`config.mk`:
```
export PLATFORM = sky130hd
export DESIGN_NAME = infix_to_postfix_converter_core
export DESIGN_NICKNAME = d
export VERILOG_FILES = /design/src/sv/itp_pkg.sv /design/src/sv/itp_front.sv /design/src/sv/itp_ram.sv /design/src/sv/itp_back.sv /design/src/sv/infix_to_postfix_converter_core.sv
export SDC_FILE = /design/constraint.sdc
export NUM_CORES = 1
export LEC_CHECK = 0
export BUFFER_PORTS_ARGS = -buffer_cell sky130_fd_sc_hd__clkbuf_2
export CELL_PAD_IN_SITES_DETAIL_PLACEMENT = 2
export CELL_PAD_IN_SITES_GLOBAL_PLACEMENT = 2
export CORE_MARGIN = 2
export CORE_UTILIZATION = 48
export DETAILED_ROUTE_END_ITERATION = 8
export PLACE_DENSITY = 0.91
export SETUP_SLACK_MARGIN = 0.15
export SYNTH_ARGS = -nofsm -noshare
export SYNTH_HDL_FRONTEND = slang
export SYNTH_SLANG_ARGS = --single-unit
```
`constraint.sdc`:
```
create_clock -name aclk -period 3.86 [get_ports aclk]
set_input_delay 0.772 -clock aclk [delete_from_list [all_inputs] [get_ports aclk]]
set_output_delay 0.772 -clock aclk [all_outputs]
set_load 0.05 [all_outputs]
```
`src/sv/itp_pkg.sv`:
```
// Shared types, character codes and precedence lookup for the infix-to-postfix converter.
// No dependencies; imported by the front end, the back end, the core and the bench.
`default_nettype none

package itp_pkg;

    localparam int STACK_DEPTH_DEF = 32;
    localparam int QUEUE_DEPTH     = 2;

    localparam logic [7:0] CH_PLUS   = 8'h2B;
    localparam logic [7:0] CH_MINUS  = 8'h2D;
    localparam logic [7:0] CH_STAR   = 8'h2A;
    localparam logic [7:0] CH_SLASH  = 8'h2F;
    localparam logic [7:0] CH_DOLLAR = 8'h24;
    localparam logic [7:0] CH_LPAREN = 8'h28;
    localparam logic [7:0] CH_RPAREN = 8'h29;
    localparam logic [7:0] CH_UPPER_A = 8'h41;
    localparam logic [7:0] CH_UPPER_Z = 8'h5A;
    localparam logic [7:0] CH_LOWER_A = 8'h61;
    localparam logic [7:0] CH_LOWER_Z = 8'h7A;

    typedef enum logic [1:0] {
        KIND_LETTER,
        KIND_LPAREN,
        KIND_RPAREN,
        KIND_OPER
    } kind_t;

    typedef enum logic [1:0] {
        ERR_NONE,
        ERR_OVERFLOW,
        ERR_UNMATCHED
    } err_t;

    typedef enum logic [2:0] {
        S_IDLE,
        S_RPOP,
        S_OPPOP,
        S_FETCH,
        S_FLUSH,
        S_FINISH
    } state_t;

    // classified character handed from front end to back end
    typedef struct packed {
        logic [7:0] sym;
        logic       last;
        kind_t      kind;
        logic [1:0] prec;
    } item_t;

    function automatic logic [1:0] itp_prec(input logic [7:0] ch);
        logic [1:0] p;
        case (ch)
            CH_PLUS, CH_MINUS: p = 2'd1;
            CH_STAR, CH_SLASH: p = 2'd2;
            CH_DOLLAR:         p = 2'd3;
            default:           p = 2'd0;
        endcase
        return p;
    endfunction

endpackage

`default_nettype wire

```
`src/sv/itp_front.sv`:
```
// Front end: accepts input characters, classifies them and queues them for the back end.
// Depends on itp_pkg.
`default_nettype none

module itp_front (
    input  wire logic          aclk,
    input  wire logic          aresetn,
    input  wire logic          s_tvalid,
    output logic               s_tready,
    input  wire logic [7:0]    s_tdata,   // [7:0] symbol
    input  wire logic          s_tlast,   // end_of_expr
    output itp_pkg::item_t     q_item,
    output logic               q_valid,
    input  wire logic          q_ready
);
    import itp_pkg::*;

    localparam int PTR_W = (QUEUE_DEPTH > 1) ? $clog2(QUEUE_DEPTH) : 1;
    localparam int CNT_W = $clog2(QUEUE_DEPTH + 1);

    function automatic kind_t classify(input logic [7:0] ch);
        kind_t k;
        if ((ch >= CH_UPPER_A && ch <= CH_UPPER_Z) || (ch >= CH_LOWER_A && ch <= CH_LOWER_Z)) begin
            k = KIND_LETTER;
        end else if (ch == CH_LPAREN) begin
            k = KIND_LPAREN;
        end else if (ch == CH_RPAREN) begin
            k = KIND_RPAREN;
        end else begin
            k = KIND_OPER;
        end
        return k;
    endfunction

    item_t             q_reg [QUEUE_DEPTH];
    logic [PTR_W-1:0]  wr_ptr_reg, wr_ptr_next;
    logic [PTR_W-1:0]  rd_ptr_reg, rd_ptr_next;
    logic [CNT_W-1:0]  cnt_reg, cnt_next;
    item_t             in_item;
    logic              push, pop;

    assign in_item.sym  = s_tdata;
    assign in_item.last = s_tlast;
    assign in_item.kind = classify(s_tdata);
    assign in_item.prec = itp_prec(s_tdata);

    assign s_tready = (cnt_reg != CNT_W'(QUEUE_DEPTH));
    assign q_valid  = (cnt_reg != '0);
    assign q_item   = q_reg[rd_ptr_reg];
    assign push     = s_tvalid && s_tready;
    assign pop      = q_valid && q_ready;

    always_comb begin
        wr_ptr_next = wr_ptr_reg;
        rd_ptr_next = rd_ptr_reg;
        cnt_next    = cnt_reg;
        if (push) begin
            wr_ptr_next = (wr_ptr_reg == PTR_W'(QUEUE_DEPTH - 1)) ? '0 : wr_ptr_reg + 1'b1;
        end
        if (pop) begin
            rd_ptr_next = (rd_ptr_reg == PTR_W'(QUEUE_DEPTH - 1)) ? '0 : rd_ptr_reg + 1'b1;
        end
        if (push && !pop) begin
            cnt_next = cnt_reg + 1'b1;
        end else if (pop && !push) begin
            cnt_next = cnt_reg - 1'b1;
        end
    end

    always_ff @(posedge aclk) begin
        if (!aresetn) begin
            wr_ptr_reg <= '0;
            rd_ptr_reg <= '0;
            cnt_reg    <= '0;
        end else begin
            wr_ptr_reg <= wr_ptr_next;
            rd_ptr_reg <= rd_ptr_next;
            cnt_reg    <= cnt_next;
        end
    end

    always_ff @(posedge aclk) begin
        if (push) begin
            q_reg[wr_ptr_reg] <= in_item;
        end
    end

endmodule

`default_nettype wire

```
`src/sv/itp_ram.sv`:
```
// Generic single-write, single-read RAM with registered read data.
// No dependencies.
`default_nettype none

module itp_ram #(
    parameter int WIDTH = 8,
    parameter int DEPTH = 32
) (
    input  wire logic                      aclk,
    input  wire logic                      we,
    input  wire logic [$clog2(DEPTH)-1:0]  waddr,
    input  wire logic [WIDTH-1:0]          wdata,
    input  wire logic [$clog2(DEPTH)-1:0]  raddr,
    output logic      [WIDTH-1:0]          rdata
);

    logic [WIDTH-1:0] mem_reg [DEPTH];
    logic [WIDTH-1:0] rdata_reg;

    assign rdata = rdata_reg;

    always_ff @(posedge aclk) begin
        if (we) begin
            mem_reg[waddr] <= wdata;
        end
        rdata_reg <= mem_reg[raddr];
    end

endmodule

`default_nettype wire

```
`src/sv/itp_back.sv`:
```
// Back end: operator stack sequencer, result hold register and output register.
// Depends on itp_pkg and itp_ram.
`default_nettype none

module itp_back #(
    parameter int STACK_DEPTH = itp_pkg::STACK_DEPTH_DEF
) (
    input  wire logic           aclk,
    input  wire logic           aresetn,
    input  wire itp_pkg::item_t q_item,
    input  wire logic           q_valid,
    output logic                q_ready,
    output logic                m_tvalid,
    input  wire logic           m_tready,
    output logic [15:0]         m_tdata,   // [7:0] out_symbol, [9:8] error_code, rest zero
    output logic                m_tuser,   // out_valid
    output logic                m_tlast    // done_res
);
    import itp_pkg::*;

    localparam int ADDR_W = $clog2(STACK_DEPTH);
    localparam int CNT_W  = $clog2(STACK_DEPTH + 1);

    state_t            state_reg, state_next;
    state_t            ret_reg, ret_next;
    logic [CNT_W-1:0]  count_reg, count_next;
    logic [7:0]        top_reg, top_next;
    logic [7:0]        cur_sym_reg, cur_sym_next;
    logic              cur_last_reg, cur_last_next;
    logic [1:0]        cur_prec_reg, cur_prec_next;

    // hold register: last result of the item stays here until its done flag is known
    logic              pend_v_reg, pend_v_next;
    logic [7:0]        pend_sym_reg, pend_sym_next;
    logic              pend_uv_reg, pend_uv_next;
    err_t              pend_err_reg, pend_err_next;

    logic              m_valid_reg, m_valid_next;
    logic [7:0]        out_sym_reg, out_sym_next;
    logic              out_uv_reg, out_uv_next;
    logic              out_done_reg, out_done_next;
    err_t              out_err_reg, out_err_next;

    logic              out_free, emit_ok;
    logic              emit, emit_uv;
    logic [7:0]        emit_sym;
    err_t              emit_err;
    logic              push_req;
    logic [7:0]        push_sym;
    state_t            push_ret;
    logic              ram_we;
    logic [ADDR_W-1:0] ram_waddr, ram_raddr;
    logic [7:0]        ram_rdata;

    assign out_free  = !m_valid_reg || m_tready;
    assign emit_ok   = !pend_v_reg || out_free;
    // always points at the entry below the top, so a pop can reload the top next cycle
    assign ram_raddr = ADDR_W'(count_reg - CNT_W'(2));
    assign ram_waddr = count_reg[ADDR_W-1:0];

    assign m_tvalid = m_valid_reg;
    assign m_tdata  = {6'b0, out_err_reg, out_sym_reg};
    assign m_tuser  = out_uv_reg;
    assign m_tlast  = out_done_reg;

    itp_ram #(
        .WIDTH (8),
        .DEPTH (STACK_DEPTH)
    ) u_stack (
        .aclk  (aclk),
        .we    (ram_we),
        .waddr (ram_waddr),
        .wdata (push_sym),
        .raddr (ram_raddr),
        .rdata (ram_rdata)
    );

    always_comb begin
        state_next    = state_reg;
        ret_next      = ret_reg;
        count_next    = count_reg;
        top_next      = top_reg;
        cur_sym_next  = cur_sym_reg;
        cur_last_next = cur_last_reg;
        cur_prec_next = cur_prec_reg;
        pend_v_next   = pend_v_reg;
        pend_sym_next = pend_sym_reg;
        pend_uv_next  = pend_uv_reg;
        pend_err_next = pend_err_reg;
        m_valid_next  = m_valid_reg;
        out_sym_next  = out_sym_reg;
        out_uv_next   = out_uv_reg;
        out_done_next = out_done_reg;
        out_err_next  = out_err_reg;
        q_ready       = 1'b0;
        emit          = 1'b0;
        emit_sym      = '0;
        emit_uv       = 1'b0;
        emit_err      = ERR_NONE;
        push_req      = 1'b0;
        push_sym      = '0;
        push_ret      = S_FINISH;
        ram_we        = 1'b0;

        if (m_tready) begin
            m_valid_next = 1'b0;
        end

        case (state_reg)
            S_IDLE: begin
                if (q_valid && emit_ok) begin
                    q_ready       = 1'b1;
                    cur_sym_next  = q_item.sym;
                    cur_last_next = q_item.last;
                    cur_prec_next = q_item.prec;
                    case (q_item.kind)
                        KIND_LETTER: begin
                            emit       = 1'b1;
                            emit_sym   = q_item.sym;
                            emit_uv    = 1'b1;
                            state_next = q_item.last ? S_FLUSH : S_FINISH;
                        end
                        KIND_LPAREN: begin
                            push_req = 1'b1;
                            push_sym = q_item.sym;
                            push_ret = q_item.last ? S_FLUSH : S_FINISH;
                        end
                        KIND_RPAREN: state_next = S_RPOP;
                        default:     state_next = S_OPPOP;
                    endcase
                end
            end
            S_RPOP: begin
                if (count_reg == '0) begin
                    if (emit_ok) begin
                        emit       = 1'b1;
                        emit_err   = ERR_UNMATCHED;
                        state_next = cur_last_reg ? S_FLUSH : S_FINISH;
                    end
                end else if (top_reg == CH_LPAREN) begin
                    count_next = count_reg - 1'b1;
                    ret_next   = cur_last_reg ? S_FLUSH : S_FINISH;
                    state_next = S_FETCH;
                end else if (emit_ok) begin
                    emit       = 1'b1;
                    emit_sym   = top_reg;
                    emit_uv    = 1'b1;
                    count_next = count_reg - 1'b1;
                    ret_next   = S_RPOP;
                    state_next = S_FETCH;
                end
            end
            S_OPPOP: begin
                if (emit_ok) begin
                    if (count_reg != '0 && itp_prec(top_reg) > cur_prec_reg) begin
                        emit       = 1'b1;
                        emit_sym   = top_reg;
                        emit_uv    = 1'b1;
                        count_next = count_reg - 1'b1;
                        ret_next   = S_OPPOP;
                        state_next = S_FETCH;
                    end else begin
                        push_req = 1'b1;
                        push_sym = cur_sym_reg;
                        push_ret = cur_last_reg ? S_FLUSH : S_FINISH;
                    end
                end
            end
            S_FETCH: begin
                top_next   = ram_rdata;
                state_next = ret_reg;
            end
            S_FLUSH: begin
                if (count_reg == '0) begin
                    state_next = S_FINISH;
                end else if (emit_ok) begin
                    emit       = 1'b1;
                    emit_sym   = top_reg;
                    emit_uv    = 1'b1;
                    count_next = count_reg - 1'b1;
                    ret_next   = S_FLUSH;
                    state_next = S_FETCH;
                end
            end
            S_FINISH: begin
                if (pend_v_reg) begin
                    if (out_free) begin
                        m_valid_next  = 1'b1;
                        out_sym_next  = pend_sym_reg;
                        out_uv_next   = pend_uv_reg;
                        out_err_next  = pend_err_reg;
                        out_done_next = cur_last_reg;
                        pend_v_next   = 1'b0;
                        state_next    = S_IDLE;
                    end
                end else if (cur_last_reg) begin
                    // item released nothing: bare status result carries the done flag
                    if (out_free) begin
                        m_valid_next  = 1'b1;
                        out_sym_next  = '0;
                        out_uv_next   = 1'b0;
                        out_err_next  = ERR_NONE;
                        out_done_next = 1'b1;
                        state_next    = S_IDLE;
                    end
                end else begin
                    state_next = S_IDLE;
                end
            end
            default: state_next = S_IDLE;
        endcase

        if (push_req) begin
            state_next = push_ret;
            if (count_reg >= CNT_W'(STACK_DEPTH)) begin
                count_next = '0;
                emit       = 1'b1;
                emit_err   = ERR_OVERFLOW;
            end else begin
                ram_we     = 1'b1;
                top_next   = push_sym;
                count_next = count_reg + 1'b1;
            end
        end

        if (emit) begin
            if (pend_v_reg) begin
                m_valid_next  = 1'b1;
                out_sym_next  = pend_sym_reg;
                out_uv_next   = pend_uv_reg;
                out_err_next  = pend_err_reg;
                out_done_next = 1'b0;
            end
            pend_v_next   = 1'b1;
            pend_sym_next = emit_sym;
            pend_uv_next  = emit_uv;
            pend_err_next = emit_err;
        end
    end

    always_ff @(posedge aclk) begin
        if (!aresetn) begin
            state_reg   <= S_IDLE;
            ret_reg     <= S_FINISH;
            count_reg   <= '0;
            pend_v_reg  <= 1'b0;
            m_valid_reg <= 1'b0;
        end else begin
            state_reg   <= state_next;
            ret_reg     <= ret_next;
            count_reg   <= count_next;
            pend_v_reg  <= pend_v_next;
            m_valid_reg <= m_valid_next;
        end
    end

    always_ff @(posedge aclk) begin
        top_reg      <= top_next;
        cur_sym_reg  <= cur_sym_next;
        cur_last_reg <= cur_last_next;
        cur_prec_reg <= cur_prec_next;
        pend_sym_reg <= pend_sym_next;
        pend_uv_reg  <= pend_uv_next;
        pend_err_reg <= pend_err_next;
        out_sym_reg  <= out_sym_next;
        out_uv_reg   <= out_uv_next;
        out_done_reg <= out_done_next;
        out_err_reg  <= out_err_next;
    end

    a_count_bound: assert property (@(posedge aclk) disable iff (!aresetn)
        count_reg <= CNT_W'(STACK_DEPTH))
        else $error("stack count beyond depth");

    a_fetch_after_pop: assert property (@(posedge aclk) disable iff (!aresetn)
        state_reg == S_FETCH |->
            ($past(state_reg) == S_RPOP || $past(state_reg) == S_OPPOP ||
             $past(state_reg) == S_FLUSH))
        else $error("top reload without a pop");

    a_unmatched_err: assert property (@(posedge aclk) disable iff (!aresetn)
        (state_reg == S_RPOP && count_reg == '0 && emit_ok) |=>
            (pend_v_reg && pend_err_reg == ERR_UNMATCHED && !pend_uv_reg))
        else $error("unmatched close paren not reported");

    a_last_empties: assert property (@(posedge aclk) disable iff (!aresetn)
        (state_reg == S_FINISH && cur_last_reg) |-> count_reg == '0)
        else $error("stack not empty at end of expression");

endmodule

`default_nettype wire

```
`src/sv/infix_to_postfix_converter_core.sv`:
```
// Infix-to-postfix converter: front end queue, stack back end and output register.
// Depends on itp_pkg, itp_front, itp_back (which holds the itp_ram stack).
// Path: a letter goes from the front queue through the hold register (dispatch) to the output register (close).
// Handling: the back end takes a new character only from its idle state, once done with the last; each operator
// popped costs an emit step and a top reload from the registered RAM, and a last character adds a flush.
// Reset: aresetn synchronous active low empties the queue, stack and output; no clearing pass.
`default_nettype none

module infix_to_postfix_converter_core #(
    parameter int STACK_DEPTH = itp_pkg::STACK_DEPTH_DEF
) (
    input  wire logic        aclk,
    input  wire logic        aresetn,
    input  wire logic        s_tvalid,
    output logic             s_tready,
    input  wire logic [7:0]  s_tdata,   // [7:0] symbol
    input  wire logic        s_tlast,   // end_of_expr
    output logic             m_tvalid,
    input  wire logic        m_tready,
    output logic [15:0]      m_tdata,   // [7:0] out_symbol, [9:8] error_code, rest zero
    output logic             m_tuser,   // out_valid
    output logic             m_tlast    // done_res
);
    import itp_pkg::*;

    item_t q_item;
    logic  q_valid;
    logic  q_ready;

    itp_front u_front (
        .aclk     (aclk),
        .aresetn  (aresetn),
        .s_tvalid (s_tvalid),
        .s_tready (s_tready),
        .s_tdata  (s_tdata),
        .s_tlast  (s_tlast),
        .q_item   (q_item),
        .q_valid  (q_valid),
        .q_ready  (q_ready)
    );

    itp_back #(
        .STACK_DEPTH (STACK_DEPTH)
    ) u_back (
        .aclk     (aclk),
        .aresetn  (aresetn),
        .q_item   (q_item),
        .q_valid  (q_valid),
        .q_ready  (q_ready),
        .m_tvalid (m_tvalid),
        .m_tready (m_tready),
        .m_tdata  (m_tdata),
        .m_tuser  (m_tuser),
        .m_tlast  (m_tlast)
    );

endmodule

`default_nettype wire

```
==> summary.md, run 1 <==
| Metric | Value |
|---|---|
| Status | completed |
| Setup TNS | 0 ps |
| Clock root cell | clkbuf_16 |
| Antenna Nets Post-Route | 0 |
| Startpoint Class | flip-flop |
| Hold-fix buffers, CTS | 0 |
| Hold WC Path Type | input pin to flip-flop |
| Min cycle time layout | 3590 ps |
| GRT overflow | 0 |
| WP buf/inv | 2 |
| Largest net degree at the start of global routing | between 70 and 80 |
| DRC errors left | 0 |
| Clk network pwr share | 0.280 |
| Post-Synth XOR/XNOR Area | 0.00665 |
| Combinational share of power | 0.336 |
| DIE WIDTH | 178 um |
| Simple-gate share of the synthesized area | 0.0620 |
| Slew of the pin with the lowest slew margin | 1300 ps |
| Die Footprint | between 0.03 and 0.04 mm^2 |
| Synth Area in Compound Gates | 0.0591 |
| Worst Setup End Kind | flip-flop |
| Clk_skew | 19.3 ps |
| Slowest cell on crit path | dfxtp_1 |
| Peak supply drop | 0.571 mV |
| Share of the core filled with cells | 0.560 |
| CP Cell Sequence | nor4b_4 > a31oi_1 > nor2b_1 > ha_1 > nor2b_1 > o21ai_1 > o21bai_1 > a21oi_4 > nand2_1 > buf_4 > nor2_1 > buf_4 |
| Fin crit share | 0.931 |
| # rows | between 60 and 70 |
| Worst hold slack | ~440 ps |
| Synth Cell Area | 0.0145 mm^2 |
| First-pass GRT wire length | 66900 um |
| Initial DRC count | ~1100 |
| Slowest stage delay, CP | 390 ps |
| Max FFs per register | 256 |
| Routability cong. | 0.804 |
| Total power draw | 13.9 mW |
| CP delay by family, top | simple AND/OR/NAND/NOR gates |
| Crit path required time | 4090 ps |
| Vias in the first global route | 9172 |
| Leakage | 5.56 nW |
| Pwr Density | around 840 mW/mm^2 |
| CTS buffer count | 38 |
| Ys async rst share | 0 |
| Buffers on Ports | 26 |
| Final hold viol count | 0 |
| Post-Syn Area per Cell | 17.2 um^2 |
| Worst-case clock buffer depth | 3 |
| Place WS | -18.6 ps |
| Max Slew Vio Count | 0 |
| Die H | about 180 um |
| Sequential area share after synthesis | 0.695 |
| Diodes inserted | 0 |
| Routed wire length | between 40000 and 50000 um |
| Placed inst area | 0.0152 mm^2 |
| Detailed Routing Iterations Pass 1 | 5 |
| Adder-cell share of the synthesized area | 0.00864 |
| Via-per-instance ratio | about 6.5 |
| Top FF cell, synth | edfxtp_1 |
| Layout Nets | 932 |
| Setup slack after layout | 267 ps |
| DP HPWL | 28000 um |
| # IOs | 33 |
| Final setup vio count | 0 |
| MaxCap Viol Count | 0 |
| Unrepaired setup endpoints after global routing | false |
| Sequential share of power | 0.385 |
| Overall Global Routing Usage | 0.300 |
| # placed instances | 1259 |
| Net Switching | approximately 5 mW |
| Core ar. | 0.0296 mm^2 |
| Fraction of power spent switching nets | 0.360 |
| Routed via count | 8592 |
| Netlist cell types | 67 |
| Synth Register Bits | 351 |
| Critical path peak fanout | 8 |
| Relative slew slack | 0.131 |
| H-tree depth | 2 |
| Synthesized netlist cell count | 840 |
| Main combinational cell family by area after synthesis | multiplexers |
| Top cell type's share of synthesized area | 0.630 |
| Non-filler cells, final | ~1300 |
| Layout cells sized above 1 | 0.286 |
| WL/cell | between 30 and 40 um |
| Initial core utilization | 0.489 |
| Worst skew pair latency | 540 ps |
| Clock transition at path regs | 60 ps |
| Top cells by area, synth | edfxtp_1, mux4_2, dfxtp_1 |
| Finished Cell Area | 0.0166 mm^2 |
| Arr. time, crit path | 3820 ps |
| P_int | 8.92 mW |
| CTS tree | yes |
| TritonCTS Sinks | 351 |
| Number of synthesized flops with an enable pin | just over 300 |
| Cell taking the most area after synthesis | edfxtp_1 |
| Mux share of post-synthesis cell area | 0.146 |
| Layout area overhead | 14.6% |
| Fmax | 0.278 GHz |
| Worst Setup Path Type | flip-flop to flip-flop |
| Post-CTS Setup Bufs | 0 |
| YS warnings | 0 |
| Initial antenna violation count | 0 |
[cells in the mapped netlist, types with 10 or more instances]
cell type and number:
edfxtp_1 304, mux4_2 80, nor2_1 52, nand2_1 48, dfxtp_1 47, a21oi_1 20, mux2_2 20, a22o_1 18
clkbuf_1 18, inv_1 16, o21ai_0 14, o22ai_1 14, buf_2 13, nand3_1 13, ha_1 10
[placed cells by master (no fill, tap or decap), types with 8 or more instances in the layout]
cell	synthesis	routed
a21oi_1	20	20
a22o_1	18	18
buf_4	7	45
clkbuf_16	0	39
clkbuf_2	0	26
clkinv_2	0	9
dfxtp_1	47	44
edfxtp_1	304	304
ha_1	10	10
inv_1	16	16
mux2_2	20	20
mux2i_1	8	8
mux4_2	80	80
nand2_1	48	46
nand2b_1	8	8
nand3_1	13	13
nor2_1	52	45
o21ai_0	14	13
o22ai_1	14	14
o2bb2ai_1	8	8
[kinds of logic after synthesis]
family                   Yosys count
AO/OA/AOI/OAI                    119
XOR/XNOR                          11
adder cells (fa/ha/maj)           10
buffers and inverters             64
flip-flops                       351
multiplexers                     109
other                              1
AND/OR/NAND/NOR                  175
[layout make-up]
class                           instances  area, um^2
Inverter                               16        60.1
Fill cell                            2533       13000
Clock buffer                           44        1020
Multi-Input combinational cell        430        4180
Tap cell                              390         488
Timing Repair Buffer                   72         488
Clock inverter                         25         288
Sequential cell                       351       10100
[layer usage]
layer  up-vias  track usage  part of all wire
met5         -            0                 0
met4         0       0.0850             0.027
met3        86       0.0424             0.063
met2       430        0.507              0.51
met1      4579        0.409              0.40
li1       3497            -                 -
[final timing paths]
| check | cells after the start | from | slack (ps) | endpoint |
|---|---|---|---|---|
| worst max-delay path | 12 | u_back.top_reg[3] | 270 | u_back.u_stack.mem_reg[21][4] |
| worst min-delay path | 1 | s_tlast | 440 | u_front.q_reg[0][4] |
| worst min register to register | 2 | u_back.out_sym_reg[6] | 480 | u_back.out_sym_reg[6] |
| worst max register to register | 12 | u_back.top_reg[3] | 270 | u_back.u_stack.mem_reg[21][4] |
[timing repair]
action / in CTS / in global routing
setup endpoints to repair: 250 / 196
pin swaps: 1 / 1
resized for setup: 13 / 4
[power by group through the flow]
stage	Clock (mW)	Combinational (mW)	Sequential (mW)
after global routing	4.06	4.91	5.40
after floorplan	0	2.83	5.41
after global placement	0	4.07	5.33
after CTS	3.96	4.64	5.34
final	3.90	4.68	5.36
after detailed placement	0	4.49	5.39
Power figures use the tool's default switching activity.
==> inputs of run 2 (changes only) <==
==> constraint.sdc (replaced) <==
create_clock -name aclk -period 3.86 [get_ports aclk]
set_input_delay 0.193 -clock aclk [delete_from_list [all_inputs] [get_ports aclk]]
set_output_delay 0.193 -clock aclk [all_outputs]
set_load 0.05 [all_outputs]
==> summary.md, run 2 (synthesis results as in run 1) <==
| Metric | Value |
|---|---|
| Worst Hold End | u_back.ret_reg[2] |
| Min cycle time layout | 3610 ps |
| Area of the multi-input gates | ~0.0042 mm^2 |
| Clock transition at path regs | 60 ps |
| Clock root cell | clkbuf_16 |
| Max FFs per register | roughly 260 |
| Total power draw | 13.8 mW |
| Fmax | between 0.2 and 0.3 GHz |
| Commonest cells after routing, fill and taps aside | edfxtp_1, mux4_2, nand2_1, dfxtp_1, nor2_1 |
| Relative slew slack | 0.153 |
| Fin crit share | 0.936 |
| Net Switching | 4.97 mW |
| Worst hold slack | ~47 ps |
| Layout area overhead | 14.7% |
| Most common cell after layout, fill and taps aside | edfxtp_1 |
| MaxCap Viol Count | 0 |
| Worst skew pair latency | 530 ps |
| Die Footprint | around 0.032 mm^2 |
| Detailed Routing Iterations Pass 1 | 5 |
| Hold WC Path Type | input pin to flip-flop |
| P_int | approximately 8.8 mW |
| DRC errors left | 0 |
| Slew of the pin with the lowest slew margin | around 1300 ps |
| Initial DRC count | 1015 |
| Initial core utilization | 0.489 |
| Routed via count | ~8600 |
| Register area | 0.0101 mm^2 |
| Worst-case clock buffer depth | 3 |
| Unrepaired setup endpoints after global routing | false |
| Worst Setup End Kind | flip-flop |
| Overall Global Routing Usage | 0.298 |
| Reg-to-reg endpoint | u_back.u_stack.mem_reg[12][2] |
| Final setup vio count | 0 |
| Largest net degree at the start of global routing | slightly above 70 |
| Arr. time, crit path | 3780 ps |
| Hold Path Stages | 2 |
| Combinational share of power | 0.339 |
| Sequential share of power | 0.388 |
| DP HPWL | 27300 um |
| Vias in the first global route | around 9200 |
| Startpoint Class | flip-flop |
| Core ar. | 0.0296 mm^2 |
| # rows | 63 |
| Worst Setup Path Type | flip-flop to flip-flop |
| TritonCTS Sinks | 351 |
| Clk_skew | roughly 20 ps |
| Clk network pwr share | 0.273 |
| Cells on worst reg2reg path | 10 |
| Pwr Density | around 830 mW/mm^2 |
| Hold_sp | aresetn |
| Diodes inserted | 0 |
| Peak supply drop | 0.409 mV |
| Share of the core filled with cells | 0.560 |
| Buffers on Ports | 26 |
| Initial antenna violation count | 0 |
| Status | completed |
| CTS buffer count | 38 |
| Max Slew Vio Count | 0 |
| Final hold viol count | 0 |
| GRT overflow | 0 |
| WL/cell | 34.0 um |
| Fraction of power spent switching nets | 0.360 |
| Routability cong. | 0.782 |
| Die H | 178 um |
| Routed wire length | 45300 um |
| Leakage | 5.55 nW |
| CTS tree | yes |
| # IOs | 33 |
| Setup slack, reg-to-reg | between 200 and 250 ps |
| FILL cells | 2546 |
| First-pass GRT wire length | 66900 um |
| Critical path peak fanout | 8 |
| Reg2Reg Launch Point | u_back.top_reg[2] |
| Layout cells sized above 1 | 0.274 |
| H-tree depth | 2 |
| Layout Nets | 938 |
| Antenna Nets Post-Route | 0 |
| DIE WIDTH | 178 um |
| Via-per-instance ratio | 6.48 |
| Crit path required time | 4030 ps |
run 2: cell count changes in the layout (fill, tap and decap cells not counted), moves of 2 or more:
cell | before | now
buf_4 | 45 | 43
clkbuf_1 | 2 | 9
clkinv_2 | 9 | 4
clkinvlp_4 | 4 | 2
dlygate4sd3_1 | 0 | 8
nor2_2 | 5 | 8
nor2_4 | 3 | 1
nor4b_2 | 2 | 4
run 2: power by group through the flow:
| stage | sequential (mW) | combinational [mW] | clock, mW |
|---|---|---|---|
| finish | 5.36 | 4.68 | 3.77 |
| global route | 5.40 | 4.93 | 3.94 |
| CTS | 5.35 | 4.63 | 3.83 |
| detailed placement | 5.40 | 4.43 | 0 |
| global placement | 5.32 | 4.07 | 0 |
| floorplan | 5.41 | 2.83 | 0 |
run 2: metal layers:
layer	up-vias	GRT usage	wire, um
met3	98	0.0443	2890
met5	-	0	0
li1	3499	-	-
met1	4588	0.413	18600
met4	0	0.0864	1390
met2	451	0.493	22400
run 2: worst max-delay path by stage:
stage                        startpoint  cells after the start                       endpoint  slack (ps)
detailed placement    u_back.top_reg[2]                     10  u_back.u_stack.mem_reg[12][2]          -8
global route          u_back.top_reg[2]                     10  u_back.u_stack.mem_reg[12][6]         170
floorplan           u_back.count_reg[1]                      8        u_back.u_stack.rdata[0]         650
global placement      u_back.top_reg[2]                     10   u_back.u_stack.mem_reg[6][2]         570
finish                u_back.top_reg[2]                     10  u_back.u_stack.mem_reg[12][2]         250
CTS                   u_back.top_reg[2]                     10  u_back.u_stack.mem_reg[22][1]         220
run 2: layout make-up:
type / count / area share
multi-input combinational: 430 / 0.251
inverter: 16 / 0.00362
clock buffer: 51 / 0.0626
clock inverter: 17 / 0.0136
timing repair buffer: 78 / 0.0333
tap: 390 / 0.0294
sequential: 351 / 0.607
run 2: through the flow:
stage                     setup slack, ps  cells  instance area (um^2)  TNS, ps
final                                 248   1333                 16600        0
after global routing                  169   1333                 16600        0
after CTS                             217   1333                 16600        0
after detailed placement            -8.25   1257                 15200    -59.8
after global placement                574   1257                 15200        0
after floorplan                       654    845                 14500        0
run 2: what timing repair did:
item | CTS | global route
hold buffers | 8 | 0
gates resized for setup | 9 | 4
cloned | 0 | 0
setup buffers | 0 | 0
endpoints found under the setup margin | 118 | 103
endpoints found under the hold margin | 16 | 0
run 2: critical path: stages (launching register included):
cell and delay, ps:
dfxtp_1 480, nor4b_2 380, a31oi_1 80, nor2b_1 160
ha_1 270, nor2b_1 160, o21ai_0 260, o21bai_1 250
a21oi_4 310, nand2_1 340, nor2_2 550
==> inputs of run 3 (changes only) <==
CORE_UTILIZATION = 51   (was 48)
CTS_CLUSTER_SIZE = 20   (was default)
PLACE_DENSITY = 0.95   (was 0.91)
clock period = 4.7 ns   (was 3.86 ns; I/O delays follow)
==> summary.md, run 3 (synthesis results as in run 1) <==
| Metric | Value |
|---|---|
| H-tree depth | 2 |
| Setup TNS | 0 ps |
| Arr. time, crit path | between 4000 and 5000 ps |
| TritonCTS Sinks | 351 |
| Met3 Track Usage GR | 0.0739 |
| Vias in the first global route | 9000 |
| Max FFs per register | 256 |
| Initial antenna violation count | 6 |
| Largest net degree at the start of global routing | 70 |
| Pwr Density | approximately 690 mW/mm^2 |
| Routability cong. | 0.874 |
| Die Footprint | slightly below 0.03 mm^2 |
| Initial DRC count | 1077 |
| CP delay by family, top | simple AND/OR/NAND/NOR gates |
| Clock root cell | clkbuf_16 |
| Total power draw | around 11 mW |
| DIE WIDTH | 172 um |
| Grt met1 use | 0.443 |
| Core ar. | around 0.028 mm^2 |
| Hold Path Stages | 1 |
| Worst Setup Path Type | flip-flop to flip-flop |
| Relative slew slack | 0.151 |
| Clk_skew | between 30 and 40 ps |
| CTS buffer count | 38 |
| Overall Global Routing Usage | 0.327 |
| Slowest cell on crit path | nor2_1 |
| Fin crit share | 0.897 |
| Final hold viol count | 0 |
| Place WS | 587 ps |
| WP buf/inv | 1 |
| Routed wire length | 46600 um |
| Die H | 172 um |
| Via-per-instance ratio | 6.68 |
| # placed instances | 1215 |
| Commonest cells after routing, fill and taps aside | edfxtp_1, mux4_2, nor2_1, nand2_1, dfxtp_1 |
| Reg2Reg Launch Point | u_back.top_reg[2] |
| Peak supply drop | 0.400 mV |
| Routed via count | 8625 |
| Most common cell after layout, fill and taps aside | edfxtp_1 |
| Worst Hold End | u_front.q_reg[1][8] |
| Clock transition at path regs | 70 ps |
| DRC errors left | 0 |
| Worst skew pair latency | 550 ps |
| # rows | 61 |
| Buffers on Ports | 26 |
| Leakage | about 5.4 nW |
| Final setup vio count | 0 |
| WL/cell | 36.1 um |
| Gr busiest metal | met2 |
| Hold_sp | s_tdata[3] |
| Met2 usage | 0.527 |
| Worst-case clock buffer depth | 3 |
| Non-filler cells, final | 1291 |
| Max Slew Vio Count | 0 |
| # IOs | 33 |
| Layout Nets | 906 |
| Unrepaired setup endpoints after global routing | false |
| DP HPWL | roughly 30000 um |
| Hold WC Path Type | input pin to flip-flop |
| Initial core utilization | 0.520 |
| Worst Setup End Kind | flip-flop |
| Antenna Nets Post-Route | 0 |
| Slew of the pin with the lowest slew margin | 1270 ps |
| Detailed Routing Iterations Pass 1 | 7 |
| GRT overflow | 0 |
| CP Cell Sequence | nor4b_1 > a31oi_1 > nor2b_1 > ha_1 > nor2b_1 > o21ai_0 > buf_4 > o21bai_1 > a21oi_2 > nand2_1 > nor2_1 |
| Startpoint Class | flip-flop |
| Area of the multi-input gates | between 0.004 and 0.005 mm^2 |
| Post-CTS Setup Bufs | 0 |
| CTS tree | yes |
| Fmax | 0.237 GHz |
| Crit path required time | between 4000 and 5000 ps |
| Layout area overhead | 12.3% |
| Slowest stage delay, CP | about 820 ps |
| Register area | 0.0101 mm^2 |
| FILL cells | 2296 |
| Min cycle time layout | 4220 ps |
| Cells on worst reg2reg path | 11 |
| Setup slack, reg-to-reg | 480 ps |
| Status | completed |
| Top cell by count, worst path | nor2b_1 |
| Critical path peak fanout | 8 |
| Layout cells sized above 1 | 0.242 |
| Reg-to-reg endpoint | u_back.u_stack.mem_reg[25][1] |
| First-pass GRT wire length | 67000 um |
| MaxCap Viol Count | 0 |
| Setup slack after layout | 484 ps |
-- run 3: cell types whose count changed in the layout (fill, tap and decap cells not counted), moves of 4 or more --
| cell | change |
|---|---|
| buf_4 | -29 |
| clkinv_1 | +4 |
| nor2_1 | +7 |
| clkbuf_1 | -6 |
| clkinv_2 | +4 |
| nor2_2 | -6 |
-- run 3: per-stage QoR --
| step | util | hold WS (ps) | cell area [um^2] |
|---|---|---|---|
| finish | 0.584 | 22.5 | 16300 |
| global route | 0.584 | 27.0 | 16300 |
| CTS | 0.584 | 2.17 | 16300 |
| detailed placement | 0.537 | 452 | 15000 |
| global placement | 0.537 | 432 | 15000 |
| floorplan | - | 334 | 14500 |
-- run 3: layout make-up --
class                      count  area share
inverter                      16     0.00369
clock buffer                  43      0.0609
clock inverter                26      0.0152
antenna                        1    0.000154
multi-input combinational    430       0.253
sequential                   351       0.620
timing repair buffer          46      0.0182
tap                          378      0.0291
-- run 3: power breakdown --
| part | internal, mW | leakage [nW] | switching, mW |
|---|---|---|---|
| sequential | 4.06 | 3.20 | 0.388 |
| clock | 1.74 | 0.607 | 1.31 |
| combinational | 1.32 | 1.56 | 2.44 |
| total | 7.13 | 5.37 | 4.13 |
-- run 3: worst max-delay path by stage --
stage / start / end / slack (ps) / depth (start not counted)
floorplan: u_back.count_reg[1] / u_back.u_stack.rdata[0] / 1490 / 8
global placement: u_back.top_reg[4] / u_back.u_stack.mem_reg[9][0] / 1180 / 10
detailed placement: u_back.top_reg[2] / u_back.u_stack.mem_reg[10][1] / 590 / 11
CTS: u_back.top_reg[2] / u_back.u_stack.mem_reg[10][1] / 570 / 11
global route: u_back.top_reg[2] / u_back.u_stack.mem_reg[25][7] / 270 / 11
finish: u_back.top_reg[2] / u_back.u_stack.mem_reg[25][1] / 480 / 11
-- run 3: layer usage --
metal | wire, um | vias to the layer above
li1 | - | 3437
met1 | 18200 | 4563
met2 | 22800 | 505
met3 | 3830 | 114
met4 | 1670 | 6
met5 | 40 | -
-- run 3: repair_timing --
item                                    in CTS  in global routing
endpoints found under the setup margin       0                  8
gates resized for setup                      0                  1
hold buffers                                 6                  0
hold endpoints to repair                    11                  0
